File: config.mk
export PLATFORM = sky130hd
export DESIGN_NAME = multichannel_pwm_register_block
export DESIGN_NICKNAME = d
export VERILOG_FILES = /design/src/hw/rtl/mpwm_pkg.sv /design/src/hw/rtl/multichannel_pwm_register_block.sv /design/src/hw/rtl/mpwm_front.sv /design/src/hw/rtl/mpwm_queue.sv /design/src/hw/rtl/mpwm_back.sv
export SDC_FILE = /design/constraint.sdc
export NUM_CORES = 2
export LEC_CHECK = 0
export ABC_AREA = 1
export BUFFER_PORTS_ARGS = -buffer_cell sky130_fd_sc_hd__buf_4
export CAP_MARGIN = 20
export CORE_MARGIN = 5
export CORE_UTILIZATION = 30
export CTS_BUF_LIST = sky130_fd_sc_hd__clkbuf_8 sky130_fd_sc_hd__clkbuf_16
export CTS_CLUSTER_SIZE = 28
export DETAILED_ROUTE_END_ITERATION = 7
export GPL_TIMING_DRIVEN = 0
export PLACE_DENSITY = 0.44
export RECOVER_POWER = 25
export SYNTH_ARGS = -nofsm -noshare
export SYNTH_HDL_FRONTEND = slang
export SYNTH_SLANG_ARGS = --single-unit
File: constraint.sdc
create_clock -name clock -period 13.5 [get_ports clock]
set_input_delay 0.675 -clock clock [delete_from_list [all_inputs] [get_ports clock]]
set_output_delay 0.675 -clock clock [all_outputs]
set_load 0.005 [all_outputs]
File: src/hw/rtl/mpwm_pkg.sv
// Shared types and constants for the multichannel PWM register block.
package mpwm_pkg;

   localparam logic [1:0] CMD_TICK  = 2'd0;
   localparam logic [1:0] CMD_WRITE = 2'd1;
   localparam logic [1:0] CMD_READ  = 2'd2;

   localparam logic [7:0] ADDR_MODE     = 8'd0;
   localparam logic [7:0] ADDR_CH_BASE  = 8'd6;
   localparam logic [7:0] ADDR_PRESCALE = 8'd254;

   localparam int BIT_RESTART = 7;
   localparam int BIT_SLEEP   = 4;

   localparam logic [7:0] PRESCALE_MIN   = 8'd3;
   localparam logic [7:0] PRESCALE_RESET = 8'd30;
   localparam logic [7:0] MODE_RESET     = 8'h10;

   localparam int CHANNEL_FIELD_BITS = 4;
   localparam int LEVEL_BITS         = 16;

   typedef struct packed {
      logic [1:0] cmd;
      logic [7:0] reg_addr;
      logic [7:0] write_data;
   } req_type;

   typedef struct packed {
      logic [7:0]            read_data;
      logic [LEVEL_BITS-1:0] pwm_levels;
      logic                  period_wrap;
   } rsp_type;

   typedef enum logic [2:0] {
      OP_NOP         = 3'd0,
      OP_TICK        = 3'd1,
      OP_WR_MODE     = 3'd2,
      OP_WR_PRESCALE = 3'd3,
      OP_WR_CHAN     = 3'd4,
      OP_RD_MODE     = 3'd5,
      OP_RD_PRESCALE = 3'd6,
      OP_RD_CHAN     = 3'd7
   } op_kind_type;

   typedef struct packed {
      op_kind_type                   kind;
      logic [CHANNEL_FIELD_BITS-1:0] channel;
      logic                          sel_off;
      logic                          sel_high;
      logic [7:0]                    data;
   } op_type;

   typedef struct packed {
      logic                valid;
      op_type              op;
   } op_slot_type;

endpackage

File: src/hw/rtl/multichannel_pwm_register_block.sv
// Top level of the multichannel PWM register block.
// Request channel: req_push / req_full carry one transfer per item (tick, byte write or
// byte read) in req_payload; a transfer takes place when req_push is high and req_full low.
// Response channel: rsp_empty / rsp_pop; every request yields exactly one response
// holding read_data, the channel levels after the item and the period wrap flag.
// A decode stage feeds a two-entry operation queue; the execute stage takes one
// operation per cycle, while the result register is empty or being popped, into a single result register.
// A request passes through the queue and then the result register on its way to rsp_payload.
// Throughput: one item per cycle while rsp_pop keeps the result register free; the queue
// keeps accepting while a result waits to be popped.
// Stall: while rsp_pop is low the result holds, the queue fills and req_full rises
// after two more items.
// Reset (synchronous, active high): mode byte 0x10 (asleep), prescale 30, all on/off
// times zero, divider and period counters zero, queue and result register empty.
module multichannel_pwm_register_block #(
   parameter int CHANNEL_COUNT = 16,
   parameter int COUNTER_BITS  = 12
) (
   input  logic              clock,
   input  logic              reset,
   input  logic              req_push,
   output logic              req_full,
   input  mpwm_pkg::req_type req_payload,
   output logic              rsp_empty,
   input  logic              rsp_pop,
   output mpwm_pkg::rsp_type rsp_payload
);

   logic                  queue_full;
   logic                  queue_push;
   mpwm_pkg::op_type      queue_op;
   logic                  queue_pop;
   mpwm_pkg::op_slot_type queue_head;

   mpwm_front #(
      .CHANNEL_COUNT (CHANNEL_COUNT)
   ) u_front (
      .req_push    (req_push),
      .req_full    (req_full),
      .req_payload (req_payload),
      .queue_full  (queue_full),
      .queue_push  (queue_push),
      .queue_op    (queue_op)
   );

   mpwm_queue u_queue (
      .clock   (clock),
      .reset   (reset),
      .push    (queue_push),
      .push_op (queue_op),
      .full    (queue_full),
      .pop     (queue_pop),
      .head    (queue_head)
   );

   mpwm_back #(
      .CHANNEL_COUNT (CHANNEL_COUNT),
      .COUNTER_BITS  (COUNTER_BITS)
   ) u_back (
      .clock       (clock),
      .reset       (reset),
      .head        (queue_head),
      .pop         (queue_pop),
      .rsp_empty   (rsp_empty),
      .rsp_pop     (rsp_pop),
      .rsp_payload (rsp_payload)
   );

endmodule

File: src/hw/rtl/mpwm_front.sv
// Front end: accept request transfers and decode them into register operations.
module mpwm_front #(
   parameter int CHANNEL_COUNT = 16
) (
   input  logic                  req_push,
   output logic                  req_full,
   input  mpwm_pkg::req_type     req_payload,
   input  logic                  queue_full,
   output logic                  queue_push,
   output mpwm_pkg::op_type      queue_op
);

   logic [7:0] rel_addr;
   logic [5:0] rel_chan;
   logic       chan_hit;

   assign req_full   = queue_full;
   assign queue_push = req_push && !queue_full;

   assign rel_addr = req_payload.reg_addr - mpwm_pkg::ADDR_CH_BASE;
   assign rel_chan = rel_addr[7:2];
   assign chan_hit = (req_payload.reg_addr >= mpwm_pkg::ADDR_CH_BASE)
                     && (rel_chan < 6'(CHANNEL_COUNT));

   always_comb begin
      queue_op.channel  = rel_chan[mpwm_pkg::CHANNEL_FIELD_BITS-1:0];
      queue_op.sel_off  = rel_addr[1];
      queue_op.sel_high = rel_addr[0];
      queue_op.data     = req_payload.write_data;
      queue_op.kind     = mpwm_pkg::OP_NOP;
      case (req_payload.cmd)
         mpwm_pkg::CMD_TICK: begin
            queue_op.kind = mpwm_pkg::OP_TICK;
         end
         mpwm_pkg::CMD_WRITE: begin
            if (req_payload.reg_addr == mpwm_pkg::ADDR_MODE) begin
               queue_op.kind = mpwm_pkg::OP_WR_MODE;
            end else if (req_payload.reg_addr == mpwm_pkg::ADDR_PRESCALE) begin
               queue_op.kind = mpwm_pkg::OP_WR_PRESCALE;
            end else if (chan_hit) begin
               queue_op.kind = mpwm_pkg::OP_WR_CHAN;
            end
         end
         mpwm_pkg::CMD_READ: begin
            if (req_payload.reg_addr == mpwm_pkg::ADDR_MODE) begin
               queue_op.kind = mpwm_pkg::OP_RD_MODE;
            end else if (req_payload.reg_addr == mpwm_pkg::ADDR_PRESCALE) begin
               queue_op.kind = mpwm_pkg::OP_RD_PRESCALE;
            end else if (chan_hit) begin
               queue_op.kind = mpwm_pkg::OP_RD_CHAN;
            end
         end
         default: begin
            queue_op.kind = mpwm_pkg::OP_NOP;
         end
      endcase
   end

endmodule

File: src/hw/rtl/mpwm_queue.sv
// Two-entry operation queue between the decode front end and the execute back end.
module mpwm_queue (
   input  logic                  clock,
   input  logic                  reset,
   input  logic                  push,
   input  mpwm_pkg::op_type      push_op,
   output logic                  full,
   input  logic                  pop,
   output mpwm_pkg::op_slot_type head
);

   mpwm_pkg::op_type slot_ff [2];
   logic [1:0]       count_ff, count_in;
   logic             wr_ptr_ff, wr_ptr_in;
   logic             rd_ptr_ff, rd_ptr_in;
   logic             do_push, do_pop;

   assign full       = count_ff == 2'd2;
   assign do_push    = push && !full;
   assign do_pop     = pop && (count_ff != 2'd0);
   assign head.valid = count_ff != 2'd0;
   assign head.op    = slot_ff[rd_ptr_ff];

   always_comb begin
      wr_ptr_in = wr_ptr_ff ^ do_push;
      rd_ptr_in = rd_ptr_ff ^ do_pop;
      count_in  = count_ff + 2'(do_push) - 2'(do_pop);
   end

   always_ff @(posedge clock) begin
      if (reset) begin
         count_ff  <= 2'd0;
         wr_ptr_ff <= 1'b0;
         rd_ptr_ff <= 1'b0;
      end else begin
         count_ff  <= count_in;
         wr_ptr_ff <= wr_ptr_in;
         rd_ptr_ff <= rd_ptr_in;
      end
   end

   always_ff @(posedge clock) begin
      if (do_push) begin
         slot_ff[wr_ptr_ff] <= push_op;
      end
   end

endmodule

File: src/hw/rtl/mpwm_back.sv
// Back end: register file, divider and period counter, channel compare and result register.
module mpwm_back #(
   parameter int CHANNEL_COUNT = 16,
   parameter int COUNTER_BITS  = 12
) (
   input  logic                  clock,
   input  logic                  reset,
   input  mpwm_pkg::op_slot_type head,
   output logic                  pop,
   output logic                  rsp_empty,
   input  logic                  rsp_pop,
   output mpwm_pkg::rsp_type     rsp_payload
);

   localparam int CH_W = (CHANNEL_COUNT > 1) ? $clog2(CHANNEL_COUNT) : 1;

   logic [7:0]              mode_ff, mode_in;
   logic [7:0]              prescale_ff, prescale_in;
   logic [7:0]              div_ff, div_in;
   logic [COUNTER_BITS-1:0] period_ff, period_in;
   logic [COUNTER_BITS-1:0] on_ff [CHANNEL_COUNT];
   logic [COUNTER_BITS-1:0] on_in [CHANNEL_COUNT];
   logic [COUNTER_BITS-1:0] off_ff [CHANNEL_COUNT];
   logic [COUNTER_BITS-1:0] off_in [CHANNEL_COUNT];
   logic                    out_valid_ff, out_valid_in;
   mpwm_pkg::rsp_type       out_ff, out_in;

   logic                    load;
   mpwm_pkg::op_type        op;
   logic [CH_W-1:0]         sel;
   logic [COUNTER_BITS-1:0] cur_val;
   logic [15:0]             cur16;
   logic [15:0]             wr16;
   logic [COUNTER_BITS-1:0] wr_val;
   logic [7:0]              rd_data;
   logic                    wrap;
   logic [mpwm_pkg::LEVEL_BITS-1:0] levels;

   assign op        = head.op;
   assign load      = head.valid && (!out_valid_ff || rsp_pop);
   assign pop       = load;
   assign rsp_empty = !out_valid_ff;
   assign rsp_payload = out_ff;

   assign sel     = op.channel[CH_W-1:0];
   assign cur_val = op.sel_off ? off_ff[sel] : on_ff[sel];
   assign cur16   = 16'(cur_val);
   assign wr16    = op.sel_high ? {op.data, cur16[7:0]} : {cur16[15:8], op.data};
   assign wr_val  = COUNTER_BITS'(wr16);

   always_comb begin
      mode_in     = mode_ff;
      prescale_in = prescale_ff;
      div_in      = div_ff;
      period_in   = period_ff;
      on_in       = on_ff;
      off_in      = off_ff;
      rd_data     = 8'd0;
      wrap        = 1'b0;
      if (load) begin
         case (op.kind)
            mpwm_pkg::OP_TICK: begin
               if (!mode_ff[mpwm_pkg::BIT_SLEEP]) begin
                  if (div_ff >= prescale_ff) begin
                     div_in    = 8'd0;
                     period_in = period_ff + 1'b1;
                     wrap      = &period_ff;
                  end else begin
                     div_in = div_ff + 8'd1;
                  end
               end
            end
            mpwm_pkg::OP_WR_MODE: begin
               if (op.data[mpwm_pkg::BIT_RESTART]) begin
                  div_in    = 8'd0;
                  period_in = '0;
               end
               mode_in = op.data;
               mode_in[mpwm_pkg::BIT_RESTART] = 1'b0;
            end
            mpwm_pkg::OP_WR_PRESCALE: begin
               if (mode_ff[mpwm_pkg::BIT_SLEEP]) begin
                  prescale_in = (op.data < mpwm_pkg::PRESCALE_MIN) ?
                                mpwm_pkg::PRESCALE_MIN : op.data;
               end
            end
            mpwm_pkg::OP_WR_CHAN: begin
               if (op.sel_off) begin
                  off_in[sel] = wr_val;
               end else begin
                  on_in[sel] = wr_val;
               end
            end
            mpwm_pkg::OP_RD_MODE: begin
               rd_data = mode_ff;
            end
            mpwm_pkg::OP_RD_PRESCALE: begin
               rd_data = prescale_ff;
            end
            mpwm_pkg::OP_RD_CHAN: begin
               rd_data = op.sel_high ? cur16[15:8] : cur16[7:0];
            end
            default: begin
               rd_data = 8'd0;
            end
         endcase
      end
   end

   always_comb begin
      levels = '0;
      for (int c = 0; c < CHANNEL_COUNT; c++) begin
         if (on_in[c] < off_in[c]) begin
            levels[c] = (period_in >= on_in[c]) && (period_in < off_in[c]);
         end else if (on_in[c] > off_in[c]) begin
            levels[c] = (period_in >= on_in[c]) || (period_in < off_in[c]);
         end
      end
   end

   always_comb begin
      out_valid_in = load || (out_valid_ff && !rsp_pop);
      out_in       = out_ff;
      if (load) begin
         out_in.read_data   = rd_data;
         out_in.pwm_levels  = levels;
         out_in.period_wrap = wrap;
      end
   end

   always_ff @(posedge clock) begin
      if (reset) begin
         mode_ff      <= mpwm_pkg::MODE_RESET;
         prescale_ff  <= mpwm_pkg::PRESCALE_RESET;
         div_ff       <= 8'd0;
         period_ff    <= '0;
         out_valid_ff <= 1'b0;
         for (int c = 0; c < CHANNEL_COUNT; c++) begin
            on_ff[c]  <= '0;
            off_ff[c] <= '0;
         end
      end else begin
         mode_ff      <= mode_in;
         prescale_ff  <= prescale_in;
         div_ff       <= div_in;
         period_ff    <= period_in;
         out_valid_ff <= out_valid_in;
         on_ff        <= on_in;
         off_ff       <= off_in;
      end
   end

   always_ff @(posedge clock) begin
      out_ff <= out_in;
   end

`ifndef SYNTHESIS
   assert property (@(posedge clock) disable iff (reset)
      load && wrap |=> (period_ff == '0) && (div_ff == 8'd0))
      else $error("period wrap without counter returning to zero");
   assert property (@(posedge clock) disable iff (reset)
      prescale_ff >= mpwm_pkg::PRESCALE_MIN)
      else $error("prescale below minimum");
   assert property (@(posedge clock) disable iff (reset)
      !mode_ff[mpwm_pkg::BIT_RESTART])
      else $error("restart bit stored in mode byte");
   assert property (@(posedge clock) disable iff (reset)
      load && (op.kind != mpwm_pkg::OP_TICK) |-> !wrap)
      else $error("wrap flagged on a non-tick transfer");
   assert property (@(posedge clock) disable iff (reset)
      out_valid_ff && !rsp_pop |=> out_valid_ff && $stable(out_ff))
      else $error("pending result lost or changed");
`endif

endmodule

==> flow_summary.yaml <==
synthesis:
  yosysUniqueCellTypes: 64
  synth_top_flop_cell: "dfxtp_1"
  syn_inst: 5119
  synth_xor_area_frac: 0.001462
  yosysWarningCount: 0
  synth_compound_area_frac: 0.1557
  netlist_area_sq_um: 35930
  synthAdderAreaFrac: 0.1870
  ys_seq_area_frac: 0.2855
  muxShareOfSynthArea: 0.01393
  synth-edff-count: 59
  syn_area_per_cell_sq_um: 7.020
  synthArstFlopShare: 0
  ys_ff_latch: 483
  yosys.area_share.simple: 0.2636
  synth_top_family_by_area: "simple AND/OR/NAND/NOR gates"
  synth_nets: 5678
flow_run:
  cap_violations: 1
clocking:
  path_clk_slew_ns: 0.06
  clockRootBuffer: "clkbuf_16"
  clock_path_buffers: 3
  cts_tree: "done"
  cts_sinks: 483
  cts_buffers: 61
  htree_levels: 2
  postCtsSetupRepairBufs: 0
  ctsHoldBuffers: 0
  cts_resized: 0
  clock_latency_ns: 0.68
cells_and_area:
  multi_input_area_sq_um: 22380
  area_growth_pct: 12.79
  stdcell_count: 6910
  fillers: 13230
  stdcell_area_sq_um: 40530
  area.sequential_sq_um: 10260
  drive_above_1_share: 0.08741
  layout.nets: 5808
placed_design:
  place.gp.congestion: 0.9997
  dp_cells: 6798
  dp_slack_ns: 6.607
  dpl_cell_area_sq_um: 38720
  portBuffers: 47
  post-dp-hpwl_mm: 143.0
worst_setup_path:
  crit_type: "flip-flop to flip-flop"
  crit_arrival_ns: 8.13
  cp-start-kind: "flip-flop"
  rrSetupSlack_ns: 5.78
  end_kind: "flip-flop"
  worstPathMaxFanout: 10
  r2r-end: "u_back.rsp_payload[4]"
  reg2regPathDepth: 25
  cp.required_ns: 13.91
  reg2reg_from: "u_queue.rd_ptr_ff"
detailed_routing:
  routed_wl_mm: 187.7
  drt_iter0_drc: 4079
  via_per_inst: 5.244
  remaining_drc_errors: 0
  ant_nets: 0
  vias: 36240
  first_pass_iters: 6
  wl_per_cell_um: 27.16
power:
  p_leak_nw: 19.46
  p_per_area_nw_per_um2: 171.8
  ir_worst_vdd_mv: 0.1459
die:
  io_pins: 49
  core_area_sq_um: 119500
  die_area_sq_um: 126800
  initial_core_util: 0.3007
  die_w_um: 356.1
  die_h_um: 356.1
  rows: 127
sta:
  timing.final.crit_share: 0.5721
  setup_slack_ns: 5.777
  setup_tns_ns: 0
  slew_headroom: -0.1580
  min_period_ns: 7.723
  fmax_mhz: 129.5
  rsz0062_at_grt: "no"
  finClkSkew_ns: 0.02619
  setup_viol: 0
  finalHoldViolCount: 0
  worst_slew_pin_slew_ns: 1.737
  slew_viol_final: 19
min_path:
  min-delay-start: "req_payload[3]"
  hold_class: "primary input to flip-flop"
  min_path_cells: 1
  holdPathEnd: "u_queue.slot_ff[1][3]"
global_routing:
  grt_max_degree: 33
  gr-total-overflow: 0
  grt_pass1_vias: 33850
  grt.total_usage: 0.2874
  antenna_found_initial: 10
  grt_pass1_wl_mm: 258.3
run_status:
  violations: "capacitance limit, slew limit"
  outcome: "complete, but fails checks"
how the worst max path moves through the flow:
stage	slack, ns	end	from	cells past startpoint
global placement	5.10	u_back.rsp_payload[7]	u_queue.rd_ptr_ff	17
finish	5.78	u_back.rsp_payload[4]	u_queue.rd_ptr_ff	25
floorplan	9.20	u_back.rsp_payload[7]	u_back.div_ff[0]	20
global route	5.61	u_back.rsp_payload[10]	u_queue.rd_ptr_ff	28
detailed placement	6.61	u_back.rsp_payload[10]	u_queue.rd_ptr_ff	27
CTS	6.59	u_back.rsp_payload[10]	u_queue.rd_ptr_ff	27
worst max-delay path, stage by stage, from the launching register on:
cell	delay [ns]
dfxtp_1	0.32
clkbuf_1	0.68
nand2_2	0.31
nand2_4	0.22
nor2_2	0.21
inv_2	0.10
buf_4	0.24
buf_2	0.49
nor2_1	0.22
o31ai_1	0.65
o211ai_1	0.26
o22ai_1	0.56
nand2_1	0.13
o21ai_2	0.43
buf_2	0.63
mux2i_1	0.31
ha_1	0.28
a21oi_1	0.13
nor2_1	0.06
a211oi_1	0.17
nand3b_1	0.14
a21oi_1	0.06
a2111oi_0	0.54
nor2_1	0.10
nand2_1	0.09
nand2_1	0.09
per-stage QoR:
| step | hold slack (ns) | total power, W | util |
|---|---|---|---|
| global route | 0.2144 | 0.007044 | 0.3392 |
| global placement | 0.4518 | 0.005194 | 0.3206 |
| detailed placement | 0.4511 | 0.005233 | 0.3241 |
| floorplan | 0.4297 | 0.003205 | - |
| finish | 0.2236 | 0.006965 | 0.3392 |
| CTS | 0.1571 | 0.006865 | 0.3400 |
state kept, by name, indices dropped and copies added (netlist names):
signal               count
u_back.prescale_ff       8
u_back.off_ff          192
u_back.mode_ff           7
u_back.div_ff            8
u_queue.count_ff         2
u_queue.rd_ptr_ff        1
u_back.rsp_payload      25
u_back.period_ff        12
u_back.out_valid_ff      1
u_queue.wr_ptr_ff        1
u_queue.slot_ff         34
u_back.on_ff           192
cells by family after synthesis:
family / Yosys count
buf+inv: 804
flops: 483
xor+xnor: 6
fa+ha+maj: 537
compound gates: 934
mux: 50
simple gates: 2305
placed cells by master, fill, tap and decap left out, drive strengths merged, types with 6 or more instances in the layout:
| master | count |
|---|---|
| a2111oi | 8 |
| a211oi | 21 |
| a21boi | 38 |
| a21o | 7 |
| a21oi | 315 |
| a221oi | 6 |
| a31oi | 15 |
| buf | 123 |
| clkbuf | 214 |
| clkinv | 12 |
| dfxtp | 424 |
| edfxtp | 59 |
| ha | 537 |
| inv | 631 |
| mux2i | 50 |
| nand2 | 1393 |
| nand3 | 164 |
| nand3b | 8 |
| nand4 | 58 |
| nor2 | 614 |
| nor3 | 30 |
| o2111ai | 8 |
| o211ai | 18 |
| o21a | 28 |
| o21ai | 317 |
| o21bai | 11 |
| o221a | 7 |
| o221ai | 19 |
| o22a | 10 |
| o22ai | 89 |
| or2 | 29 |
cell usage after synthesis, drive strengths merged (58+ instances only):
library cell | n | area share
nor2 | 614 | 0.067
inv | 607 | 0.063
clkbuf | 96 | 0.010
edfxtp | 59 | 0.049
buf | 99 | 0.019
nand4 | 58 | 0.010
nand2 | 1393 | 0.15
a21oi | 315 | 0.044
ha | 537 | 0.19
nand3 | 164 | 0.023
o22ai | 89 | 0.015
dfxtp | 424 | 0.24
o21ai | 317 | 0.049
metal layers:
layer	routed length, um	vias up	GRT usage
li1	-	17230	-
met5	13	-	0
met3	14140	369	0.04146
met1	81450	17150	0.3860
met2	81740	1482	0.4552
met4	10350	2	0.1337
final cells by class:
type                            count  share of cell area
Multi-Input combinational cell   3832              0.5521
Sequential cell                   483              0.2531
Inverter                          609             0.05640
Tap cell                         1612             0.04976
Clock buffer                       75             0.04269
Buffer                            195             0.02575
Timing Repair Buffer               67             0.01581
Clock inverter                     36            0.004322
Antenna cell                        1          0.00006174
power breakdown:
group	internal (W)	switching (W)	total (W)	leakage [nW]
registers	0.00156	0.0000321	0.00159	3.98
clock network	0.000912	0.000715	0.00163	1.02
logic	0.000737	0.00301	0.00374	14.5
total	0.00321	0.00375	0.00696	19.5
Note: power is estimated with default switching activity, not from simulation.
